==> config.mk <==
export PLATFORM = sky130hd
export DESIGN_NAME = adc_channel_scan_sequencer
export DESIGN_NICKNAME = d
export VERILOG_FILES = /design/src/acss_pkg.sv /design/src/acss_ctrl.sv /design/src/acss_datapath.sv /design/src/adc_channel_scan_sequencer.sv
export VERILOG_INCLUDE_DIRS = /design/src /design/src/src
export SDC_FILE = /design/constraint.sdc
export NUM_CORES = 1
export LEC_CHECK = 0
export BUFFER_PORTS_ARGS = -buffer_cell sky130_fd_sc_hd__clkbuf_2
export CAP_MARGIN = 20
export CORE_UTILIZATION = 55
export CTS_CLUSTER_DIAMETER = 50
export CTS_CLUSTER_SIZE = 16
export DETAILED_ROUTE_END_ITERATION = 7
export GPL_ROUTABILITY_DRIVEN = 0
export PLACE_DENSITY = 0.77
export SLEW_MARGIN = 20
export SYNTH_ARGS = -nofsm -noshare
export SYNTH_HDL_FRONTEND = slang
export SYNTH_SLANG_ARGS = --single-unit
==> constraint.sdc <==
create_clock -name clock -period 5.4 [get_ports clock]
set_input_delay 0.81 -clock clock [delete_from_list [all_inputs] [get_ports clock]]
set_output_delay 0.81 -clock clock [all_outputs]
set_load 0.01 [all_outputs]
==> src/adc_channel_scan_sequencer_assert.svh <==
// assertion macros shared by the scan sequencer modules
`ifndef ADC_CHANNEL_SCAN_SEQUENCER_ASSERT_SVH
`define ADC_CHANNEL_SCAN_SEQUENCER_ASSERT_SVH

// property that must hold at every clock edge outside reset
`define ACSS_ASSERT(lbl, prop) \
   lbl: assert property (@(posedge clock) disable iff (reset) (prop)) \
      else $error("scan sequencer check failed");

// consequence that must hold in the cycle after the antecedent
`define ACSS_ASSERT_NEXT(lbl, ante, cons) \
   lbl: assert property (@(posedge clock) disable iff (reset) (ante) |=> (cons)) \
      else $error("scan sequencer sequence check failed");

`endif

==> src/acss_pkg.sv <==
// shared constants and controller/datapath interface types of the scan sequencer
`default_nettype none

package acss_pkg;

   localparam int CHANNELS    = 8;
   localparam int IDX_BITS    = $clog2(CHANNELS);
   localparam int CHAN_BITS   = 3;
   localparam int SAMPLE_BITS = 10;
   localparam int OP_BITS     = 2;
   localparam int COUNT_BITS  = $clog2(CHANNELS + 1);

   localparam logic [OP_BITS-1:0] OP_ENABLE  = 2'd0;
   localparam logic [OP_BITS-1:0] OP_DISABLE = 2'd1;
   localparam logic [OP_BITS-1:0] OP_DONE    = 2'd2;

   // commands from the controller to the datapath
   typedef struct packed {
      logic capture;
      logic execute;
      logic scan_step;
      logic load;
   } acss_cmd_type;

   // status from the datapath to the controller
   typedef struct packed {
      logic need_scan;
      logic hit;
      logic out_free;
   } acss_sts_type;

endpackage

`default_nettype wire

==> src/acss_ctrl.sv <==
// controller state machine of the scan sequencer
`default_nettype none

module acss_ctrl (
   input  wire                   clock,
   input  wire                   reset,
   input  wire                   req_valid,
   output logic                  req_ready,
   input  acss_pkg::acss_sts_type sts,
   output acss_pkg::acss_cmd_type cmd
);
   import acss_pkg::*;

   localparam logic [1:0] ST_IDLE   = 2'd0;
   localparam logic [1:0] ST_EXEC   = 2'd1;
   localparam logic [1:0] ST_SCAN   = 2'd2;
   localparam logic [1:0] ST_FINISH = 2'd3;

   logic [1:0] state_ff, state_in;

   always_comb begin
      state_in      = state_ff;
      cmd           = '0;
      req_ready     = 1'b0;
      case (state_ff)
         ST_IDLE: begin
            req_ready = 1'b1;
            if (req_valid) begin
               cmd.capture = 1'b1;
               state_in    = ST_EXEC;
            end
         end
         ST_EXEC: begin
            cmd.execute = 1'b1;
            state_in    = sts.need_scan ? ST_SCAN : ST_FINISH;
         end
         ST_SCAN: begin
            cmd.scan_step = 1'b1;
            if (sts.hit) begin
               state_in = ST_FINISH;
            end
         end
         ST_FINISH: begin
            if (sts.out_free) begin
               cmd.load = 1'b1;
               state_in = ST_IDLE;
            end
         end
         default: begin
            state_in = ST_IDLE;
         end
      endcase
   end

   always_ff @(posedge clock) begin
      if (reset) begin
         state_ff <= ST_IDLE;
      end else begin
         state_ff <= state_in;
      end
   end

`include "adc_channel_scan_sequencer_assert.svh"

   `ACSS_ASSERT(a_cmd_onehot, $onehot0({cmd.capture, cmd.execute, cmd.scan_step, cmd.load}))
   `ACSS_ASSERT_NEXT(a_capture_exec, cmd.capture, state_ff == ST_EXEC)
   `ACSS_ASSERT_NEXT(a_finish_hold, (state_ff == ST_FINISH) && !sts.out_free, state_ff == ST_FINISH)

endmodule

`default_nettype wire

==> src/acss_datapath.sv <==
// channel table, counters, channel search and result registers of the scan sequencer
`default_nettype none

module acss_datapath (
   input  wire                                 clock,
   input  wire                                 reset,
   input  acss_pkg::acss_cmd_type              cmd,
   output acss_pkg::acss_sts_type              sts,
   input  wire [acss_pkg::OP_BITS-1:0]         req_operation,
   input  wire [acss_pkg::CHAN_BITS-1:0]       req_channel,
   input  wire [acss_pkg::SAMPLE_BITS-1:0]     req_sample,
   output logic                                rsp_valid,
   input  wire                                 rsp_ready,
   output logic                                rsp_report_valid,
   output logic [acss_pkg::CHAN_BITS-1:0]      rsp_report_channel,
   output logic [acss_pkg::SAMPLE_BITS-1:0]    rsp_report_value,
   output logic                                rsp_converter_on,
   output logic                                rsp_start_conversion,
   output logic [acss_pkg::CHAN_BITS-1:0]      rsp_convert_channel,
   output logic [acss_pkg::COUNT_BITS-1:0]     rsp_enabled_total
);
   import acss_pkg::*;

   // channel state
   logic [CHANNELS-1:0]    on_ff, on_in;
   logic [COUNT_BITS-1:0]  count_ff, count_in;
   logic [IDX_BITS-1:0]    active_ff, active_in;
   logic                   power_ff, power_in;
   logic [IDX_BITS-1:0]    scan_ff, scan_in;

   // captured item
   logic [OP_BITS-1:0]     op_ff;
   logic [CHAN_BITS-1:0]   ch_ff;
   logic [SAMPLE_BITS-1:0] smp_ff;

   // result under construction
   logic                   prep_ff, prep_in;
   logic [CHAN_BITS-1:0]   pch_ff, pch_in;
   logic [SAMPLE_BITS-1:0] pval_ff, pval_in;
   logic                   pstart_ff, pstart_in;
   logic [IDX_BITS-1:0]    pconv_ff, pconv_in;

   // output register
   logic                   ovalid_ff, ovalid_in;
   logic                   orep_ff;
   logic [CHAN_BITS-1:0]   och_ff;
   logic [SAMPLE_BITS-1:0] oval_ff;
   logic                   opower_ff;
   logic                   ostart_ff;
   logic [CHAN_BITS-1:0]   oconv_ff;
   logic [COUNT_BITS-1:0]  ocount_ff;

   logic [IDX_BITS-1:0]    ch_idx;
   logic                   ch_ok;
   logic [COUNT_BITS-1:0]  dis_count;

   assign ch_idx    = ch_ff[IDX_BITS-1:0];
   assign ch_ok     = COUNT_BITS'(ch_ff) < COUNT_BITS'(CHANNELS);
   assign dis_count = on_ff[ch_idx] ? count_ff - 1'b1 : count_ff;

   always_comb begin
      on_in     = on_ff;
      count_in  = count_ff;
      active_in = active_ff;
      power_in  = power_ff;
      scan_in   = scan_ff;
      prep_in   = prep_ff;
      pch_in    = pch_ff;
      pval_in   = pval_ff;
      pstart_in = pstart_ff;
      pconv_in  = pconv_ff;

      sts.need_scan = 1'b0;
      case (op_ff)
         OP_ENABLE: sts.need_scan = ch_ok && (count_ff == '0);
         OP_DONE:   sts.need_scan = (count_ff != '0);
         default:   sts.need_scan = 1'b0;
      endcase
      sts.hit      = on_ff[scan_ff];
      sts.out_free = !ovalid_ff || rsp_ready;

      if (cmd.execute) begin
         prep_in   = 1'b0;
         pch_in    = '0;
         pval_in   = '0;
         pstart_in = sts.need_scan;
         pconv_in  = '0;
         // search starts one past the active channel
         scan_in   = (active_ff == IDX_BITS'(CHANNELS - 1)) ? '0 : active_ff + 1'b1;
         case (op_ff)
            OP_ENABLE: begin
               if (ch_ok) begin
                  if (!on_ff[ch_idx]) begin
                     count_in = count_ff + 1'b1;
                  end
                  on_in[ch_idx] = 1'b1;
                  if (count_ff == '0) begin
                     power_in = 1'b1;
                  end
               end
            end
            OP_DISABLE: begin
               if (ch_ok) begin
                  count_in      = dis_count;
                  on_in[ch_idx] = 1'b0;
                  if (dis_count == '0) begin
                     power_in = 1'b0;
                  end
               end
            end
            OP_DONE: begin
               if ((count_ff != '0) && on_ff[active_ff]) begin
                  prep_in = 1'b1;
                  pch_in  = CHAN_BITS'(active_ff);
                  pval_in = smp_ff;
               end
            end
            default: begin
               prep_in = 1'b0;
            end
         endcase
      end

      if (cmd.scan_step) begin
         if (on_ff[scan_ff]) begin
            active_in = scan_ff;
            pconv_in  = scan_ff;
         end else begin
            scan_in = (scan_ff == IDX_BITS'(CHANNELS - 1)) ? '0 : scan_ff + 1'b1;
         end
      end

      if (cmd.load) begin
         ovalid_in = 1'b1;
      end else if (rsp_ready) begin
         ovalid_in = 1'b0;
      end else begin
         ovalid_in = ovalid_ff;
      end
   end

   always_ff @(posedge clock) begin
      if (reset) begin
         on_ff     <= '0;
         count_ff  <= '0;
         active_ff <= '0;
         power_ff  <= 1'b0;
         ovalid_ff <= 1'b0;
      end else begin
         on_ff     <= on_in;
         count_ff  <= count_in;
         active_ff <= active_in;
         power_ff  <= power_in;
         ovalid_ff <= ovalid_in;
      end
   end

   always_ff @(posedge clock) begin
      scan_ff   <= scan_in;
      prep_ff   <= prep_in;
      pch_ff    <= pch_in;
      pval_ff   <= pval_in;
      pstart_ff <= pstart_in;
      pconv_ff  <= pconv_in;
      if (cmd.capture) begin
         op_ff  <= req_operation;
         ch_ff  <= req_channel;
         smp_ff <= req_sample;
      end
      if (cmd.load) begin
         orep_ff   <= prep_ff;
         och_ff    <= pch_ff;
         oval_ff   <= pval_ff;
         opower_ff <= power_ff;
         ostart_ff <= pstart_ff;
         oconv_ff  <= CHAN_BITS'(pconv_ff);
         ocount_ff <= count_ff;
      end
   end

   assign rsp_valid            = ovalid_ff;
   assign rsp_report_valid     = orep_ff;
   assign rsp_report_channel   = och_ff;
   assign rsp_report_value     = oval_ff;
   assign rsp_converter_on     = opower_ff;
   assign rsp_start_conversion = ostart_ff;
   assign rsp_convert_channel  = oconv_ff;
   assign rsp_enabled_total    = ocount_ff;

`include "adc_channel_scan_sequencer_assert.svh"

   `ACSS_ASSERT(a_count_matches, count_ff == COUNT_BITS'($countones(on_ff)))
   `ACSS_ASSERT(a_power_matches, power_ff == (count_ff != '0))
   `ACSS_ASSERT(a_scan_nonempty, !cmd.scan_step || (count_ff != '0))
   `ACSS_ASSERT(a_start_enabled, !(cmd.load && pstart_ff) || on_ff[pconv_ff])

endmodule

`default_nettype wire

==> src/adc_channel_scan_sequencer.sv <==
// top level of the round robin converter channel scan sequencer
//
// usage
//   req_ channel: one operation per transfer (enable channel, disable channel,
//   conversion complete with its sample); req_ready is high whenever the
//   sequencer is between operations
//   rsp_ channel: exactly one result transfer per request, in request order,
//   giving the reading report, converter power, any conversion start and the
//   number of enabled channels
// sequencing
//   each request is captured and executed and its result is loaded into the
//   output register; when a conversion is started, a next-channel search that
//   examines 1 to 8 channels runs first; the search unit tests one channel
//   table entry per cycle; the next request is taken in the cycle after the
//   result is loaded
// reset
//   all channels disabled, count zero, active channel zero, converter off,
//   no result pending
// stalls
//   a result waiting in the output register does not block the next request;
//   the following result waits in the sequencer until rsp_ready frees the register
`default_nettype none

module adc_channel_scan_sequencer (
   input  wire                                 clock,
   input  wire                                 reset,
   input  wire                                 req_valid,
   output logic                                req_ready,
   input  wire [acss_pkg::OP_BITS-1:0]         req_operation,
   input  wire [acss_pkg::CHAN_BITS-1:0]       req_channel,
   input  wire [acss_pkg::SAMPLE_BITS-1:0]     req_sample,
   output logic                                rsp_valid,
   input  wire                                 rsp_ready,
   output logic                                rsp_report_valid,
   output logic [acss_pkg::CHAN_BITS-1:0]      rsp_report_channel,
   output logic [acss_pkg::SAMPLE_BITS-1:0]    rsp_report_value,
   output logic                                rsp_converter_on,
   output logic                                rsp_start_conversion,
   output logic [acss_pkg::CHAN_BITS-1:0]      rsp_convert_channel,
   output logic [acss_pkg::COUNT_BITS-1:0]     rsp_enabled_total
);
   import acss_pkg::*;

   // command and status between controller and datapath
   acss_cmd_type cmd;
   acss_sts_type sts;

   // sequencing: capture, execute, channel search, result load
   acss_ctrl u_ctrl (
      .clock     (clock),
      .reset     (reset),
      .req_valid (req_valid),
      .req_ready (req_ready),
      .sts       (sts),
      .cmd       (cmd)
   );

   // channel table, counters, search pointer and output register
   acss_datapath u_datapath (
      .clock                (clock),
      .reset                (reset),
      .cmd                  (cmd),
      .sts                  (sts),
      .req_operation        (req_operation),
      .req_channel          (req_channel),
      .req_sample           (req_sample),
      .rsp_valid            (rsp_valid),
      .rsp_ready            (rsp_ready),
      .rsp_report_valid     (rsp_report_valid),
      .rsp_report_channel   (rsp_report_channel),
      .rsp_report_value     (rsp_report_value),
      .rsp_converter_on     (rsp_converter_on),
      .rsp_start_conversion (rsp_start_conversion),
      .rsp_convert_channel  (rsp_convert_channel),
      .rsp_enabled_total    (rsp_enabled_total)
   );

endmodule

`default_nettype wire
==> results.toml, run 1 <==
[sta]
hold_viol = 0
fin_crit_sh = 0.468
maxSlewViolCount = 0
finalSetupTns_ns = 0
final.min_clock_period_ns = 2.53
relSlewSlack = 0.324
final-setup-viol-count = 0
fmax_mhz = 396
fin_skew_ns = 0.00828
tightest_slew_ns = 1.01
grt_setup_unrepaired = "no"

[critical_path]
cp.required_ns = 5.64
crit_type = "register to register"
endpoint_kind = "register"
cp_slowest_cell = "ha_1"
critical-path-top-delay-family = "adder cells"
crit_arrival_ns = 2.77
cp_num_buf_inv = 1
path_cells = "inv_1 -> ha_1 -> nor2b_1 -> o21ai_0 -> a21oi_1 -> mux2_2"
path_depth = 6
cp-start-kind = "register"
max_stage_delay_ns = 0.83
worstPathMaxFanout = 24
r2r_cells = 6

[floorplanning]
rows = 28
start_util = 0.569
die_area_um2 = 6410
fp.dieW_um = 80.0
core_area_um2 = 5890
die-height_um = 80.0
io-pin-count = 44

[global_route]
grt_max_degree = 25
grt_pass1_vias = 1841
grt_use_total = 0.193
grt_pass1_wl_um = 8980
grt_overflow = 0
antenna_found_initial = 0

[synthesis]
synth_fp_nets = 282
async_flop_share = 0
synthesis.instances = 252
yosysWarnings = 0
synth_cell_type_count = 42
ys_ff_latch = 78
synth-edff-count = 53
ys_seq_area_frac = 0.625
avgSynthCellArea_um2 = 13.3
synth_ff_type = "edfxtp_1"
synth.cell_area_um2 = 3350

[clock_tree]
cts_sinks = 78
postCtsHoldBufs = 0
cts_tree = "done"
clkTransAtPathRegs_ns = 0.08
cts_setup_buffers = 0
cts_buffers = 9
cts_resized = 0
cts_buffer_depth = 2
clock_latency_ns = 0.35
root_buffer = "clkbuf_8"
h-tree-depth = 3

[routing]
wl_per_cell_um = 14.7
drc = 0
vias = 2031
drt_first_pass_iters = 4
vias_per_cell = 5.43
drt_wl_total_um = 5500
ant_nets = 0
drt_iter0_markers = 143

[placement]
postPlaceCellArea_um2 = 3570
dp_hpwl_um = 3710
port_buffers = 43

[finish]
utilization = 0.640
finalNetCount = 324
fillers = 426
diodes = 0
layout-drive-gt1-share = 0.227
stdcell_area_um2 = 3770
syn2layout_area_growth_pct = 12.5

[power]
leakagePower_nw = 1.46
p_per_area_nw_per_um2 = 421
ir_drop_mv = 0.201

[min_path]
hp-class = "register to register"
hold_path_depth = 0

[run_status]
status = "finished clean"

[job]
cap_violations = 0
worst reg2reg max path: stages (launching register included):
cell     delay [ns]
dfxtp_1        0.35
inv_1          0.09
ha_1           0.83
nor2b_1        0.43
o21ai_0        0.20
a21oi_1        0.16
mux2_2         0.35
stage by stage:
stage	hold slack, ns	worst slack (ns)	total power, W	std cells
final	0.423	2.87	0.00159	374
after global routing	0.429	2.65	0.00167	374
after CTS	0.425	2.89	0.00159	374
after detailed placement	0.406	2.91	0.00117	358
after global placement	0.400	3.03	0.00115	358
after floorplan	0.400	3.07	0.00109	252
layout by cell type (no fill, tap or decap), types with 4 or more instances in the layout:
cell type  count
nand3b_1       4
nor2b_1        7
dfxtp_1       25
o21ai_0        8
inv_1          6
clkbuf_8       9
ha_1          11
clkbuf_2      43
edfxtp_1      53
mux2i_1       21
and2_1        15
nand2b_1       7
nand2_1        9
nor2_1        23
nor3b_1        5
a21oi_1       10
final timing paths:
kind	from	endpoint	slack (ns)
setup / recovery	u_ctrl.state_ff[1]	u_datapath.count_ff[3]	2.87
hold / removal	u_datapath.pval_ff[7]	u_datapath.rsp_report_value[7]	0.42
setup reg to reg	u_ctrl.state_ff[1]	u_datapath.count_ff[3]	2.87
hold reg to reg	u_datapath.pval_ff[7]	u_datapath.rsp_report_value[7]	0.42
synthesized netlist by cell type, types with 3 or more instances:
master / instances / area share
dfxtp_1: 25 / 0.15
clkbuf_1: 5 / 0.0056
edfxtp_1: 53 / 0.48
nor2b_1: 8 / 0.015
ha_1: 11 / 0.041
nand2_1: 9 / 0.010
nand3b_1: 4 / 0.0090
inv_1: 6 / 0.0067
nor4_1: 3 / 0.0056
nor2_1: 23 / 0.026
nand2b_1: 7 / 0.013
and2_1: 15 / 0.028
mux2i_1: 21 / 0.063
o21ai_0: 8 / 0.012
a21oi_1: 10 / 0.015
nor3b_1: 5 / 0.011
nand3_1: 3 / 0.0045
mux4_2: 3 / 0.020
clkbuf_8: 3 / 0.012
metal layers:
metal / wire length [um] / global-route usage / vias up
met5: 0 / 0 / -
li1: - / - / 999
met2: 2630 / 0.303 / 50
met3: 282 / 0.0457 / 9
met1: 2480 / 0.246 / 973
met4: 99 / 0.105 / 0
where the power goes:
group / internal, W / switching (W)
registers: 0.000775 / 0.0000782
clock network: 0.000215 / 0.000217
logic: 0.000125 / 0.000176
kinds of logic (layout without fill, tap and decap cells):
| group | after synthesis | after routing | synth area share |
|---|---|---|---|
| flops | 78 | 78 | 0.625 |
| mux | 27 | 27 | 0.0941 |
| xor+xnor | 3 | 3 | 0.00785 |
| simple gates | 89 | 89 | 0.148 |
| buf+inv | 18 | 65 | 0.0351 |
| compound gates | 26 | 26 | 0.0489 |
| fa+ha+maj | 11 | 11 | 0.0411 |
final cells by class:
cell class,instances,area (um2),share of cell area
multi-input combinational,156,1150,0.304
clock inverter,7,73.8,0.0196
clock buffer,9,124,0.0329
inverter,6,22.5,0.00598
sequential,78,2090,0.555
timing repair buffer,43,215,0.0571
tap,75,93.8,0.0249
Note: power is estimated with default switching activity, not from simulation.
==> inputs of run 2 (changes only) <==
--- a/config.mk
+++ b/config.mk
@@ -6,6 +6,7 @@
 export SDC_FILE = /design/constraint.sdc
 export NUM_CORES = 1
 export LEC_CHECK = 0
+export ABC_AREA = 1
 export BUFFER_PORTS_ARGS = -buffer_cell sky130_fd_sc_hd__clkbuf_2
 export CAP_MARGIN = 20
 export CORE_UTILIZATION = 55
==> constraint.sdc (replaced) <==
create_clock -name clock -period 2.6 [get_ports clock]
set_input_delay 0.39 -clock clock [delete_from_list [all_inputs] [get_ports clock]]
set_output_delay 0.39 -clock clock [all_outputs]
set_load 0.01 [all_outputs]
==> results.toml, run 2 <==
[clock_tree]
cts_buffer_depth = 2
h-tree-depth = 3
cts_setup_buffers = 0
cts_resized = 0
cts_sinks = 78
root_buffer = "clkbuf_8"
clkTransAtPathRegs_ns = 0.08
cts_tree = "done"
cts_buffers = 9
postCtsHoldBufs = 0
clock_latency_ns = 0.35

[synthesis]
synth_fp_nets = 349
synth_top_area_cell = "edfxtp_1"
synth-edff-count = 53
synthTopCellsByArea = "edfxtp_1, dfxtp_1, nand2_1"
synthesis.instances = 319
synth_ff_type = "edfxtp_1"
synth_top_area_share = 0.480
ys_ff_latch = 78
avgSynthCellArea_um2 = 10.4
netlist_top_cells_count = "edfxtp_1, nand2_1, inv_1"
synth_cell_type_count = 32
yosysWarnings = 0
ys_seq_area_frac = 0.631
synth.cell_area_um2 = 3320
async_flop_share = 0

[sta]
tightest_slew_ns = 0.577
fin_crit_sh = 0.748
hold_viol = 0
whs_ns = 0.210
maxSlewViolCount = 0
finalSetupTns_ns = 0
relSlewSlack = 0.614
fin_skew_ns = 0.00690
final.min_clock_period_ns = 1.94
grt_setup_unrepaired = "no"
setup_ws_ns = 0.655
final-setup-viol-count = 0
fmax_mhz = 514

[finish]
layout-drive-gt1-share = 0.213
syn2layout_area_growth_pct = 15.6
diodes = 0
fillers = 430
final_cell_mix = "nand2_1, edfxtp_1, inv_1, clkbuf_2, nor2_1"
final_cells = 448
finalNetCount = 401

[routing]
drt_first_pass_iters = 4
drt_wl_total_um = 6130
drc = 0
ant_nets = 0
wl_per_cell_um = 13.7
drt_iter0_markers = 93
vias_per_cell = 5.14
vias = 2301

[global_route]
grt_pass1_vias = 2245
antenna_found_initial = 0
grt_use_total = 0.220
grt_overflow = 0
grt_max_degree = 20
grt_pass1_wl_um = 10300

[placement]
pre_cts_ws_ns = 0.687
dp_cells = 432
dp_hpwl_um = 4300
port_buffers = 43

[critical_path]
worstPathMaxFanout = 12
r2r_start = "u_datapath.count_ff[0]"
reg2reg_to = "u_datapath.pch_ff[0]"
r2r_cells = 9
crit_arrival_ns = 2.05
endpoint_kind = "register"
worst-r2r-setup-slack_ns = 0.66
cp-start-kind = "register"
crit_type = "register to register"
cp.required_ns = 2.70
startpoint = "u_datapath.count_ff[0]"

[min_path]
hold_path_depth = 1
hold_end = "u_datapath.ch_ff[0]"
min_from = "req_channel[0]"
hp-class = "primary input to register"

[floorplanning]
io-pin-count = 44
start_util = 0.588
fp.dieW_um = 79.6
die_area_um2 = 6340
core_area_um2 = 5640
rows = 27
die-height_um = 79.6

[power]
p_per_area_nw_per_um2 = 949
ir_drop_mv = 0.425
leakagePower_nw = 1.61

[job]
cap_violations = 0

[run_status]
status = "finished clean"
==> run 2: changes by cell type after synthesis, moves of 5 or more <==
cell	delta
inv_1	+44
nand2_1	+44
mux2i_1	-21
a21oi_1	+17
o21ai_0	+17
and2_1	-15
nor2_2	+9
nor2b_1	-8
nand2b_1	-7
nand3_1	+6
clkbuf_1	-5
==> run 2: cell type report <==
| type | count | area (um2) | area share |
|---|---|---|---|
| Sequential cell | 78 | 2090 | 0.546 |
| Clock inverter | 6 | 93.8 | 0.0245 |
| Multi-Input combinational cell | 183 | 992 | 0.259 |
| Inverter | 53 | 199 | 0.0519 |
| Tap cell | 72 | 90.1 | 0.0235 |
| Clock buffer | 10 | 128 | 0.0333 |
| Timing Repair Buffer | 46 | 238 | 0.0620 |
==> run 2: how the worst max path moves through the flow <==
stage	to	slack (ns)	cells past startpoint
2_1_floorplan	u_datapath.rsp_convert_channel[0]	0.47	3
3_3_place_gp	u_datapath.pch_ff[1]	0.76	9
3_5_place_dp	u_datapath.pch_ff[0]	0.69	9
4_1_cts	u_datapath.pch_ff[0]	0.64	9
5_1_grt	u_datapath.pch_ff[0]	0.47	9
6_report	u_datapath.pch_ff[0]	0.66	9
==> run 2: kinds of logic (layout without fill, tap and decap cells) <==
kind of cell	after synthesis	in the layout	share of synthesized area
simple gates	105	105	0.138
buf+inv	58	115	0.0709
fa+ha+maj	11	11	0.0415
compound gates	64	64	0.111
flops	78	78	0.631
xor+xnor	3	3	0.00793
==> run 2: worst max-delay path: stages, from the launching register on <==
cell	delay, ns
dfxtp_1	0.34
inv_1	0.17
ha_1	0.18
nor3b_1	0.26
nor2_1	0.09
nand2_1	0.09
a31o_1	0.15
a31oi_4	0.05
inv_2	0.28
nor2_1	0.07
==> run 2: power breakdown <==
part	switching (W)	internal, W
clock network	0.000454	0.000549
registers	0.000149	0.00163
logic	0.000565	0.000287
==> run 2: stage by stage <==
stage,util,power (W),area [um2]
2_1_floorplan,-,0.00240,3320
3_3_place_gp,0.640,0.00261,3610
3_5_place_dp,0.640,0.00265,3610
4_1_cts,0.679,0.00365,3830
5_1_grt,0.679,0.00384,3830
6_report,0.679,0.00364,3830
==> run 2: per-layer routing <==
layer	part of all wire	global-route usage	up-vias
met3	0.060	0.0343	13
met1	0.41	0.261	1052
met4	0.022	0.122	0
met2	0.50	0.379	75
li1	-	-	1161
met5	0	0	-
==> inputs of run 3 (changes only) <==
==> constraint.sdc (replaced) <==
create_clock -name clock -period 2 [get_ports clock]
set_input_delay 0.3 -clock clock [delete_from_list [all_inputs] [get_ports clock]]
set_output_delay 0.3 -clock clock [all_outputs]
set_load 0.01 [all_outputs]
==> results.toml, run 3 (synthesis gave the netlist of run 2 again) <==
[critical_path]
crit_arrival_ns = 2.06
cp-start-kind = "register"
cp.required_ns = 2.20
worstPathMaxFanout = 12
crit_type = "register to register"
endpoint_kind = "register"

[routing]
drt_first_pass_iters = 4
drc = 0
drt_wl_total_um = 6010
drt_iter0_markers = 132
vias_per_cell = 5.15
ant_nets = 0
vias = 2309
wl_per_cell_um = 13.4

[floorplanning]
rows = 27
core_area_um2 = 5640
io-pin-count = 44
die_area_um2 = 6340
start_util = 0.588
die-height_um = 79.6
fp.dieW_um = 79.6

[sta]
final.min_clock_period_ns = 1.86
relSlewSlack = 0.576
grt_setup_unrepaired = "no"
finalSetupTns_ns = 0
fmax_mhz = 538
tightest_slew_ns = 0.635
fin_crit_sh = 0.929
fin_skew_ns = 0.00771
maxSlewViolCount = 0
final-setup-viol-count = 0
whs_ns = 0.124
hold_viol = 0

[finish]
final_cells = 448
fillers = 419
syn2layout_area_growth_pct = 14.5
layout-drive-gt1-share = 0.218
final_cell_mix = "nand2_1, edfxtp_1, inv_1, clkbuf_2"
stdcell_area_um2 = 3800
diodes = 0
finalNetCount = 401

[placement]
dp_cells = 432
postPlaceCellArea_um2 = 3610
dp_hpwl_um = 4440
port_buffers = 43

[global_route]
grt_overflow = 0
grt_pass1_vias = 2180
grt_max_degree = 24
antenna_found_initial = 0
grt_use_total = 0.214
grt_pass1_wl_um = 9920

[power]
leakagePower_nw = 1.58
p_per_area_nw_per_um2 = 1180
ir_drop_mv = 0.598

[clock_tree]
cts_tree = "done"
clkTransAtPathRegs_ns = 0.08
cts_buffer_depth = 2
root_buffer = "clkbuf_8"
cts_sinks = 78
h-tree-depth = 3
clock_latency_ns = 0.35
cts_buffers = 9

[run_status]
status = "finished clean"

[min_path]
hp-class = "primary input to register"

[job]
cap_violations = 0
==> run 3: changes by cell type in the layout (fill, tap and decap cells not counted) <==
cell,delta
clkinvlp_4,+3
bufinv_16,-2
inv_2,-1
inv_4,+1
inv_6,-1
nor2_1,-1
nor2_2,+1
nor3b_1,-1
nor3b_2,+1
==> run 3: worst max-delay path, cell delays in order (launching register included) <==
cell	delay (ns)
dfxtp_1	0.35
inv_1	0.11
ha_1	0.20
nor3b_2	0.16
nor2_1	0.13
nand2_1	0.09
a31o_1	0.23
a31oi_4	0.20
inv_4	0.13
nor2_1	0.12
==> run 3: through the flow <==
step / utilization / total power (W) / worst slack (ns)
after detailed placement: 0.640 / 0.00347 / 0.0770
final: 0.673 / 0.00447 / 0.141
after CTS: 0.671 / 0.00449 / 0.0560
after global routing: 0.673 / 0.00474 / 0.0137
after floorplan: - / 0.00312 / 0.0658
after global placement: 0.640 / 0.00339 / 0.149
==> run 3: layout make-up <==
class | instances | area (um2) | area share
Clock inverter | 6 | 47.5 | 0.0125
Clock buffer | 10 | 128 | 0.0336
Timing Repair Buffer | 46 | 238 | 0.0626
Multi-Input combinational cell | 183 | 1000 | 0.263
Tap cell | 72 | 90.1 | 0.0237
Inverter | 53 | 201 | 0.0531
Sequential cell | 78 | 2090 | 0.551
==> run 3: worst paths after layout <==
path                                             start                             end  slack (ns)  depth (start not counted)
worst max-delay path            u_datapath.count_ff[0]            u_datapath.pch_ff[0]        0.14                          9
worst min-delay path                    req_channel[0]             u_datapath.ch_ff[0]        0.12                          1
worst max register to register  u_datapath.count_ff[0]            u_datapath.pch_ff[0]        0.14                          9
worst min register to register   u_datapath.pval_ff[6]  u_datapath.rsp_report_value[6]        0.42                          0
==> run 3: routing by layer <==
layer / global-route usage / vias up / wire length, um
li1: - / 1165 / -
met1: 0.248 / 1055 / 2450
met2: 0.363 / 75 / 3060
met3: 0.0469 / 14 / 340
met4: 0.120 / 0 / 156
met5: 0 / - / 0
==> run 3: power breakdown <==
group          internal (W)  total (W)  switching [W]
clock network      0.000456    0.00103       0.000578
registers           0.00212    0.00232       0.000198
logic              0.000379    0.00112       0.000742
total               0.00295    0.00447        0.00152
==> run 3: what timing repair did <==
action                                  4_1_cts  5_1_grt
endpoints found under the setup margin        0       13
setup buffers                                 0        0
hold buffers                                  0        0
resized for setup                             0        4
